==> src/rtl/uaw_pkg.sv <==
`default_nettype none

package uaw_pkg;

   localparam int BYTE_W      = 8;
   localparam int ADDR_W      = 32;
   localparam int INDEX_W     = 7;
   localparam int KIND_W      = 2;
   localparam int POS_W       = 9;
   localparam int BLOCK_BYTES = 512;
   localparam int BLOCK_SHIFT = 9;
   localparam int BLK_W       = ADDR_W - BLOCK_SHIFT;

   // Header byte positions
   localparam logic [POS_W-1:0] POS_SIZE_FIRST  = 9'd124;
   localparam logic [POS_W-1:0] POS_SIZE_LAST   = 9'd135;
   localparam logic [POS_W-1:0] POS_TYPE        = 9'd156;
   localparam logic [POS_W-1:0] POS_MAGIC_FIRST = 9'd257;
   localparam logic [POS_W-1:0] POS_MAGIC_LAST  = 9'd261;
   localparam logic [POS_W-1:0] POS_LAST        = 9'd511;

   localparam logic [BYTE_W-1:0] CHAR_NUL   = 8'h00;
   localparam logic [BYTE_W-1:0] CHAR_ZERO  = 8'h30;
   localparam logic [BYTE_W-1:0] CHAR_SEVEN = 8'h37;

   typedef enum logic [1:0] {
      PHASE_HEADER = 2'd0,
      PHASE_SKIP   = 2'd1,
      PHASE_DONE   = 2'd2
   } phase_type;

   typedef enum logic [KIND_W-1:0] {
      KIND_FILE      = 2'd0,
      KIND_EMPTY     = 2'd1,
      KIND_BAD_MAGIC = 2'd2,
      KIND_FULL      = 2'd3
   } result_kind_type;

   typedef struct packed {
      result_kind_type     kind;
      logic [INDEX_W-1:0]  index;
      logic [ADDR_W-1:0]   address;
      logic [ADDR_W-1:0]   length;
   } result_type;

   // Expected "ustar" character at a magic position
   function automatic logic [BYTE_W-1:0] magic_char(input logic [POS_W-1:0] pos);
      logic [2:0] sel;
      logic [BYTE_W-1:0] ch;
      sel = 3'(pos - POS_MAGIC_FIRST);
      case (sel)
         3'd0:    ch = 8'h75;
         3'd1:    ch = 8'h73;
         3'd2:    ch = 8'h74;
         3'd3:    ch = 8'h61;
         3'd4:    ch = 8'h72;
         default: ch = CHAR_NUL;
      endcase
      return ch;
   endfunction

endpackage

`default_nettype wire

==> src/rtl/uaw_in_reg.sv <==
`default_nettype none

module uaw_in_reg (
   input  wire logic                       clock,
   input  wire logic                       reset,
   input  wire logic                       req_valid,
   output logic                            req_stall,
   input  wire logic [uaw_pkg::BYTE_W-1:0] req_archive_byte,
   input  wire logic                       req_restart,
   input  wire logic                       advance,
   output logic                            item_valid,
   output logic [uaw_pkg::BYTE_W-1:0]      item_byte,
   output logic                            item_restart
);

   logic                       valid_ff, valid_in;
   logic [uaw_pkg::BYTE_W-1:0] byte_ff;
   logic                       restart_ff;

   // Hold while the held transaction cannot move on
   assign req_stall = valid_ff & ~advance;
   assign valid_in  = req_stall ? valid_ff : req_valid;

   always_ff @(posedge clock) begin
      if (reset) begin
         valid_ff <= 1'b0;
      end else begin
         valid_ff <= valid_in;
      end
   end

   always_ff @(posedge clock) begin
      if (!req_stall) begin
         byte_ff    <= req_archive_byte;
         restart_ff <= req_restart;
      end
   end

   assign item_valid   = valid_ff;
   assign item_byte    = byte_ff;
   assign item_restart = restart_ff;

endmodule

`default_nettype wire

==> src/rtl/uaw_walk.sv <==
`default_nettype none

module uaw_walk #(
   parameter int MAX_ENTRIES = 64
) (
   input  wire logic                       clock,
   input  wire logic                       reset,
   input  wire logic                       advance,
   input  wire logic [uaw_pkg::BYTE_W-1:0] arc_byte,
   input  wire logic                       restart,
   input  wire logic [uaw_pkg::ADDR_W-1:0] base_address,
   output logic                            has_result,
   output uaw_pkg::result_type             result
);

   localparam int CNT_W = $clog2(MAX_ENTRIES + 1);
   localparam int BLK_W = uaw_pkg::BLK_W;
   localparam int AW    = uaw_pkg::ADDR_W;

   uaw_pkg::phase_type           phase_ff, phase_in, cur_phase;
   logic [uaw_pkg::POS_W-1:0]    pos_ff, pos_in, cur_pos;
   logic [BLK_W-1:0]             next_block_ff, next_block_in, cur_next_block;
   logic [AW-1:0]                skip_ff, skip_in, cur_skip;
   logic [AW-1:0]                size_ff, size_in, cur_size;
   logic                         open_ff, open_in, cur_open;
   logic [uaw_pkg::BYTE_W-1:0]   type_ff, type_in, cur_type;
   logic                         magic_ff, magic_in, cur_magic;
   logic [CNT_W-1:0]             count_ff, count_in, cur_count;

   logic                         at_start, header_active;
   logic [AW-1:0]                hdr_size, new_size;
   logic                         hdr_open, new_open;
   logic [uaw_pkg::BYTE_W-1:0]   hdr_type, new_type;
   logic                         hdr_magic, new_magic;
   logic                         table_full, empty_name, bad_magic, file_entry;
   logic                         in_size_field, in_magic_field, is_octal;
   logic [BLK_W-1:0]             size_blocks;

   // Restart clears the walk before this byte is looked at
   assign cur_phase      = restart ? uaw_pkg::PHASE_HEADER : phase_ff;
   assign cur_pos        = restart ? '0 : pos_ff;
   assign cur_next_block = restart ? BLK_W'(1) : next_block_ff;
   assign cur_skip       = restart ? '0 : skip_ff;
   assign cur_size       = restart ? '0 : size_ff;
   assign cur_open       = restart ? 1'b1 : open_ff;
   assign cur_type       = restart ? '0 : type_ff;
   assign cur_magic      = restart ? 1'b1 : magic_ff;
   assign cur_count      = restart ? '0 : count_ff;

   // Field decode for the current header byte
   always_comb begin
      header_active  = (cur_phase == uaw_pkg::PHASE_HEADER);
      at_start       = (cur_pos == '0);
      hdr_size       = at_start ? '0 : cur_size;
      hdr_open       = at_start ? 1'b1 : cur_open;
      hdr_type       = at_start ? '0 : cur_type;
      hdr_magic      = at_start ? 1'b1 : cur_magic;
      table_full     = at_start && (cur_count >= CNT_W'(MAX_ENTRIES));
      empty_name     = at_start && (arc_byte == uaw_pkg::CHAR_NUL);
      in_size_field  = (cur_pos >= uaw_pkg::POS_SIZE_FIRST) &&
                       (cur_pos <= uaw_pkg::POS_SIZE_LAST);
      in_magic_field = (cur_pos >= uaw_pkg::POS_MAGIC_FIRST) &&
                       (cur_pos <= uaw_pkg::POS_MAGIC_LAST);
      is_octal       = (arc_byte >= uaw_pkg::CHAR_ZERO) &&
                       (arc_byte <= uaw_pkg::CHAR_SEVEN);

      new_size = hdr_size;
      new_open = hdr_open;
      if (in_size_field) begin
         if (hdr_open && is_octal) begin
            new_size = {hdr_size[AW-4:0], arc_byte[2:0]};
         end else begin
            new_open = 1'b0;
         end
      end
      new_type  = (cur_pos == uaw_pkg::POS_TYPE) ? arc_byte : hdr_type;
      new_magic = hdr_magic &&
                  !(in_magic_field && (arc_byte != uaw_pkg::magic_char(cur_pos)));
      bad_magic  = (cur_pos == uaw_pkg::POS_MAGIC_LAST) && !new_magic;
      file_entry = (cur_pos == uaw_pkg::POS_MAGIC_LAST) && new_magic &&
                   ((new_type == uaw_pkg::CHAR_ZERO) || (new_type == uaw_pkg::CHAR_NUL));
      // Size rounded up to whole blocks
      size_blocks = new_size[AW-1:uaw_pkg::BLOCK_SHIFT] +
                    BLK_W'(|new_size[uaw_pkg::BLOCK_SHIFT-1:0]);
   end

   // Next walk state
   always_comb begin
      phase_in      = cur_phase;
      pos_in        = cur_pos;
      next_block_in = cur_next_block;
      skip_in       = cur_skip;
      size_in       = cur_size;
      open_in       = cur_open;
      type_in       = cur_type;
      magic_in      = cur_magic;
      count_in      = cur_count;
      case (cur_phase)
         uaw_pkg::PHASE_SKIP: begin
            skip_in = cur_skip - AW'(1);
            if (cur_skip == AW'(1)) begin
               phase_in = uaw_pkg::PHASE_HEADER;
               pos_in   = '0;
            end
         end
         uaw_pkg::PHASE_HEADER: begin
            if (table_full || empty_name || bad_magic) begin
               phase_in = uaw_pkg::PHASE_DONE;
            end else begin
               size_in  = new_size;
               open_in  = new_open;
               type_in  = new_type;
               magic_in = new_magic;
               if (file_entry) begin
                  count_in = cur_count + CNT_W'(1);
               end
               if (cur_pos == uaw_pkg::POS_LAST) begin
                  next_block_in = cur_next_block + size_blocks + BLK_W'(1);
                  pos_in        = '0;
                  if (size_blocks != '0) begin
                     skip_in  = {size_blocks, {uaw_pkg::BLOCK_SHIFT{1'b0}}};
                     phase_in = uaw_pkg::PHASE_SKIP;
                  end
               end else begin
                  pos_in = cur_pos + uaw_pkg::POS_W'(1);
               end
            end
         end
         default: begin
         end
      endcase
   end

   // Result of this byte
   always_comb begin
      has_result     = 1'b0;
      result.kind    = uaw_pkg::KIND_FILE;
      result.index   = uaw_pkg::INDEX_W'(cur_count);
      result.address = '0;
      result.length  = '0;
      if (header_active) begin
         if (table_full) begin
            has_result  = 1'b1;
            result.kind = uaw_pkg::KIND_FULL;
         end else if (empty_name) begin
            has_result  = 1'b1;
            result.kind = uaw_pkg::KIND_EMPTY;
         end else if (bad_magic) begin
            has_result  = 1'b1;
            result.kind = uaw_pkg::KIND_BAD_MAGIC;
         end else if (file_entry) begin
            has_result     = 1'b1;
            result.address = base_address +
                             {cur_next_block, {uaw_pkg::BLOCK_SHIFT{1'b0}}};
            result.length  = new_size;
         end
      end
   end

   always_ff @(posedge clock) begin
      if (reset) begin
         phase_ff      <= uaw_pkg::PHASE_HEADER;
         pos_ff        <= '0;
         next_block_ff <= BLK_W'(1);
         skip_ff       <= '0;
         size_ff       <= '0;
         open_ff       <= 1'b1;
         type_ff       <= '0;
         magic_ff      <= 1'b1;
         count_ff      <= '0;
      end else if (advance) begin
         phase_ff      <= phase_in;
         pos_ff        <= pos_in;
         next_block_ff <= next_block_in;
         skip_ff       <= skip_in;
         size_ff       <= size_in;
         open_ff       <= open_in;
         type_ff       <= type_in;
         magic_ff      <= magic_in;
         count_ff      <= count_in;
      end
   end

endmodule

`default_nettype wire

==> src/rtl/uaw_out_reg.sv <==
`default_nettype none

module uaw_out_reg (
   input  wire logic                 clock,
   input  wire logic                 reset,
   input  wire logic                 load,
   input  wire uaw_pkg::result_type  result,
   input  wire logic                 rsp_stall,
   output logic                      rsp_valid,
   output logic                      blocked,
   output uaw_pkg::result_type       held
);

   logic                valid_ff, valid_in;
   uaw_pkg::result_type held_ff;

   assign blocked  = valid_ff & rsp_stall;
   assign valid_in = load | blocked;

   always_ff @(posedge clock) begin
      if (reset) begin
         valid_ff <= 1'b0;
      end else begin
         valid_ff <= valid_in;
      end
   end

   always_ff @(posedge clock) begin
      if (load) begin
         held_ff <= result;
      end
   end

   assign rsp_valid = valid_ff;
   assign held      = held_ff;

endmodule

`default_nettype wire

==> src/rtl/ustar_archive_entry_walker.sv <==
`default_nettype none
// Tar archive entry walker.
// Feed the archive one byte per req_ transaction (req_archive_byte, with
// req_restart set on the first byte of a new archive). Each regular file
// whose ustar header is seen gives one rsp_ transaction: kind file, its
// index, the address of its data (base plus header offset plus 512) and its
// octal size. The walk ends with one end transaction (empty name, bad magic
// or full table) and then drops bytes until the next restart.
// The csr_ channel writes the base address; write it only while idle.
// A byte is accepted into the input register; its result is loaded into the
// result register, from which rsp_ presents it. Throughput: one byte per
// cycle while no result waits on a stalled rsp_, set by the combinational
// walk update between the two registers.
// A stalled rsp_ transaction holds; bytes that give no result keep flowing,
// and only a byte that would give a result waits, which then stalls req_.
// Reset (synchronous) empties both registers, clears the walk and sets the
// base address to zero.
module ustar_archive_entry_walker #(
   parameter int MAX_ENTRIES = 64
) (
   input  wire logic                        clock,
   input  wire logic                        reset,
   input  wire logic                        req_valid,
   output logic                             req_stall,
   input  wire logic [uaw_pkg::BYTE_W-1:0]  req_archive_byte,
   input  wire logic                        req_restart,
   output logic                             rsp_valid,
   input  wire logic                        rsp_stall,
   output logic [uaw_pkg::KIND_W-1:0]       rsp_result_kind,
   output logic [uaw_pkg::INDEX_W-1:0]      rsp_entry_index,
   output logic [uaw_pkg::ADDR_W-1:0]       rsp_data_address,
   output logic [uaw_pkg::ADDR_W-1:0]       rsp_file_length,
   input  wire logic                        csr_valid,
   output logic                             csr_ready,
   input  wire logic [uaw_pkg::ADDR_W-1:0]  csr_base_address
);

   logic [uaw_pkg::ADDR_W-1:0] base_ff;
   logic                       item_valid, item_restart;
   logic [uaw_pkg::BYTE_W-1:0] item_byte;
   logic                       advance, has_result, out_blocked;
   uaw_pkg::result_type        walk_result, held;

   // Base address register: always ready
   assign csr_ready = 1'b1;

   always_ff @(posedge clock) begin
      if (reset) begin
         base_ff <= '0;
      end else if (csr_valid && csr_ready) begin
         base_ff <= csr_base_address;
      end
   end

   uaw_in_reg u_in (
      .clock            (clock),
      .reset            (reset),
      .req_valid        (req_valid),
      .req_stall        (req_stall),
      .req_archive_byte (req_archive_byte),
      .req_restart      (req_restart),
      .advance          (advance),
      .item_valid       (item_valid),
      .item_byte        (item_byte),
      .item_restart     (item_restart)
   );

   // Advance the held byte unless its result has nowhere to go
   assign advance = item_valid & ~(has_result & out_blocked);

   uaw_walk #(
      .MAX_ENTRIES (MAX_ENTRIES)
   ) u_walk (
      .clock        (clock),
      .reset        (reset),
      .advance      (advance),
      .arc_byte     (item_byte),
      .restart      (item_restart),
      .base_address (base_ff),
      .has_result   (has_result),
      .result       (walk_result)
   );

   uaw_out_reg u_out (
      .clock     (clock),
      .reset     (reset),
      .load      (advance & has_result),
      .result    (walk_result),
      .rsp_stall (rsp_stall),
      .rsp_valid (rsp_valid),
      .blocked   (out_blocked),
      .held      (held)
   );

   assign rsp_result_kind  = held.kind;
   assign rsp_entry_index  = held.index;
   assign rsp_data_address = held.address;
   assign rsp_file_length  = held.length;

endmodule

`default_nettype wire

==> config.mk <==
export PLATFORM = sky130hd
export DESIGN_NAME = ustar_archive_entry_walker
export DESIGN_NICKNAME = d
export VERILOG_FILES = /design/src/rtl/uaw_pkg.sv /design/src/rtl/uaw_in_reg.sv /design/src/rtl/uaw_walk.sv /design/src/rtl/uaw_out_reg.sv /design/src/rtl/ustar_archive_entry_walker.sv
export SDC_FILE = /design/constraint.sdc
export NUM_CORES = 1
export LEC_CHECK = 0
export ABC_AREA = 1
export BUFFER_PORTS_ARGS = -buffer_cell sky130_fd_sc_hd__clkbuf_2
export CAP_MARGIN = 15
export CORE_UTILIZATION = 40
export CTS_CLUSTER_SIZE = 14
export DETAILED_ROUTE_END_ITERATION = 8
export GPL_ROUTABILITY_DRIVEN = 0
export GPL_TIMING_DRIVEN = 0
export HOLD_SLACK_MARGIN = 0.02
export PLACE_DENSITY_LB_ADDON = 0.2
export SKIP_CTS_REPAIR_TIMING = 1
export SYNTH_ARGS = -nofsm -noshare
export SYNTH_HDL_FRONTEND = slang
export SYNTH_SLANG_ARGS = --single-unit
export TNS_END_PERCENT = 50
==> constraint.sdc <==
create_clock -name clock -period 6.75 [get_ports clock]
set_clock_uncertainty 0.05 [all_clocks]
set_input_delay 0.3375 -clock clock [delete_from_list [all_inputs] [get_ports clock]]
set_output_delay 0.3375 -clock clock [all_outputs]
set_load 0.05 [all_outputs]
==> key figures <==
Logic synthesis
  – Number of synthesized flops with an enable pin: between 80 and 90
  – Syn_nets: 2354
  – YS warnings: 0
  – Most used DFF post-synth: dfxtp_1
  – Synth Instances: about 2300
  – Post-synthesis cell type count: 55
  – Sequential-to-total area share from yosys stat: 35.7%
  – #FFs+latches synth: about 230
  – Avg Synthesized Cell Area: between 6 and 7 µm²
  – Asr flop ratio synth: 0%
  – Cell Area, Synth: between 0.015 and 0.02 mm²

Timing
  – Final worst-path cycle share: roughly 90%
  – Final TNS setup: 0 ns
  – Slew Viols, Final: 0
  – Final worst slack: 0.490 ns
  – FMAX: 0.160 GHz
  – Fin crit period: ~6.3 ns
  – Final hold vios: 2
  – Setup-failing EPs final: 0
  – RSZ-0062 raised after global routing: no
  – Worst-margin pin slew: about 1.1 ns
  – Min Hold Slack: -0.0283 ns
  – Relative slew slack: 27.9%

Floorplan
  – Cell Rows: ~70
  – Initial Util: 40.6%
  – Chip height: between 150 and 200 µm
  – DIE AREA: slightly below 0.04 mm²
  – Die span in x: between 150 and 200 µm
  – I/O pin count: 122
  – Core box area: ~0.038 mm²

Worst setup path
  – Arrival time worst endpoint: roughly 6.7 ns
  – CP max stage cell: edfxtp_1
  – Crit path buf inv count: 8
  – Critical Path Most Common Cell: nand2_1
  – Crit end category: register
  – Critical path required time: between 7 and 8 ns
  – Top delay family on crit path: simple AND/OR/NAND/NOR gates
  – CP max stage delay: between 0.3 and 0.4 ns
  – Setup CP Type: register to register
  – Critical Path Source Type: register
  – CP max FO: 10

Power and ir drop
  – Peak VDD IR: around 160 µV
  – P_leak: 8.34 nW
  – Overall Power: 3.47 mW
  – Pwr dens: around 200 mW/mm²

Finish
  – Nets: approximately 2500
  – Area of the multi-input gates: between 0.008 and 0.009 mm²
  – Antenna diodes: 0
  – Syn-to-layout area delta: 16.1%
  – Post-Layout Cell Count: 2962
  – Most common cell after layout, fill and taps aside: nand2_1
  – Flip-flop and latch area: approximately 0.0054 mm²
  – Fraction of layout cells with a size suffix above 1: ~11%
  – Fill count: about 3800
  – Most frequent cells in the layout: 492 x nand2_1, 279 x nor2_1, 256 x inv_1

CTS
  – Clock tree buffer depth: 3
  – Reg clk slew, reported paths: approximately 0.06 ns
  – Root buffer cell: clkbuf_16
  – H-tree Lvls: 1
  – Clk_lat worst skew: between 0.5 and 0.6 ns
  – # clock sinks: about 230
  – CTS tree: built
  – Total CTS buffers: 27

Routing
  – WL final: 52900 µm
  – First DRT Iteration DRCs: ~1600
  – Antenna-violating nets left: 0
  – Via count: ~16000
  – Via/cell ratio: approximately 5.4
  – Drt drc: 1
  – Avg WL per Cell: between 15 and 20 µm
  – First-pass DRT Iterations: 9

Placement
  – Port buffer count: about 120
  – Placed insts: slightly below 3000
  – Place WS: -0.679 ns
  – DP HPWL: ~40000 µm

GRT
  – First-pass GRT wire length: ~82000 µm
  – Vias in the first global route: 15000
  – Total global routing overflow: 0
  – Initial antenna violation count: 0
  – Largest net degree at the start of global routing: 71
  – Gr usage total: a little over a quarter

Run
  – Max-cap violations: 0

Run status
  – Status: finished, violations left
  – Failing checks: design-rule violations, negative hold slack

Min path
  – Hold/Removal Path Class: input port to register
sequential cells by signal (all words and copies together), names as in the netlist, 7 cells and up:
register,flops
base_ff,32
u_in.item_byte,8
u_out.held,73
u_walk.count_ff,7
u_walk.next_block_ff,23
u_walk.pos_ff,9
u_walk.size_ff,32
u_walk.skip_ff,32
u_walk.type_ff,8
power breakdown:
part	leakage [nW]	internal (mW)	switching, mW	total (mW)
registers	2.12	1.48	0.0287	1.51
logic	5.78	0.142	0.314	0.456
clock network	0.434	0.894	0.611	1.51
total	8.34	2.52	0.954	3.47
cells in the mapped netlist (all sizes together) (9+ instances only):
library cell / count / area [µm²]
nand3b: 9 / 67.6
a311oi: 16 / 140
nor3: 25 / 135
nor2: 293 / 1150
inv: 265 / 997
buf: 54 / 332
o211ai: 20 / 150
clkbuf: 57 / 214
edfxtp: 82 / 2460
or2: 12 / 75.1
a21oi: 208 / 1050
nand2: 502 / 1910
xor2: 35 / 314
dfxtp: 149 / 2980
nand4: 34 / 213
nor4: 13 / 87.6
o21ai: 200 / 1010
ha: 52 / 651
nand3: 177 / 913
cells by family after synthesis:
kind of cell,synth area share [%]
AO/OA/AOI/OAI,17.2
XOR/XNOR,2.40
adder cells (fa/ha/maj),4.52
buffers and inverters,10.1
flip-flops,35.7
other,0.0246
AND/OR/NAND/NOR,30.0
per-stage QoR:
stage / utilization, % / cell area (µm²) / hold WS [ns]
final: 47.2 / 17700 / -0.0283
after floorplan: - / 15300 / 0.384
after detailed placement: 44.0 / 16500 / 0.397
after global routing: 47.2 / 17700 / 0.0244
after global placement: 43.9 / 16500 / 0.392
after CTS: 46.4 / 17400 / -0.108
metal layers:
layer / up-vias / track usage (%) / routed length (µm)
met4: 0 / 11.2 / 2060
met2: 738 / 43.0 / 23200
li1: 7820 / - / -
met5: - / 0 / 0
met1: 7437 / 36.1 / 23400
met3: 142 / 3.67 / 4240
worst reg2reg max path, delay by kind of cell, from the launching register on:
family | cells | cell delay, ns
simple gates | 20 | 2.58
flops | 1 | 0.38
fa+ha+maj | 3 | 0.98
compound gates | 6 | 0.99
buf+inv | 8 | 1.21
area by class of cell:
class,instances,area share [%]
clock inverter,11,0.748
multi-input combinational,1646,46.8
buffer,109,3.08
inverter,266,5.66
clock buffer,39,4.29
tap,511,3.61
sequential,231,30.7
timing repair buffer,149,5.15
path summary, 6_finish.rpt:
kind	from	to	slack, ns	depth (start not counted)
setup / recovery	u_in.item_restart$_DFFE_PN_	u_walk.next_block_ff[21]$_SDFFE_PP0P_	0.49	37
hold / removal	csr_base_address[18]	base_ff[18]$_SDFFE_PP0P_	-0.03	3
setup reg to reg	u_in.item_restart$_DFFE_PN_	u_walk.next_block_ff[21]$_SDFFE_PP0P_	0.49	37
hold reg to reg	base_ff[3]$_SDFFE_PP0P_	base_ff[3]$_SDFFE_PP0P_	0.41	2
Power figures use the tool's default switching activity.
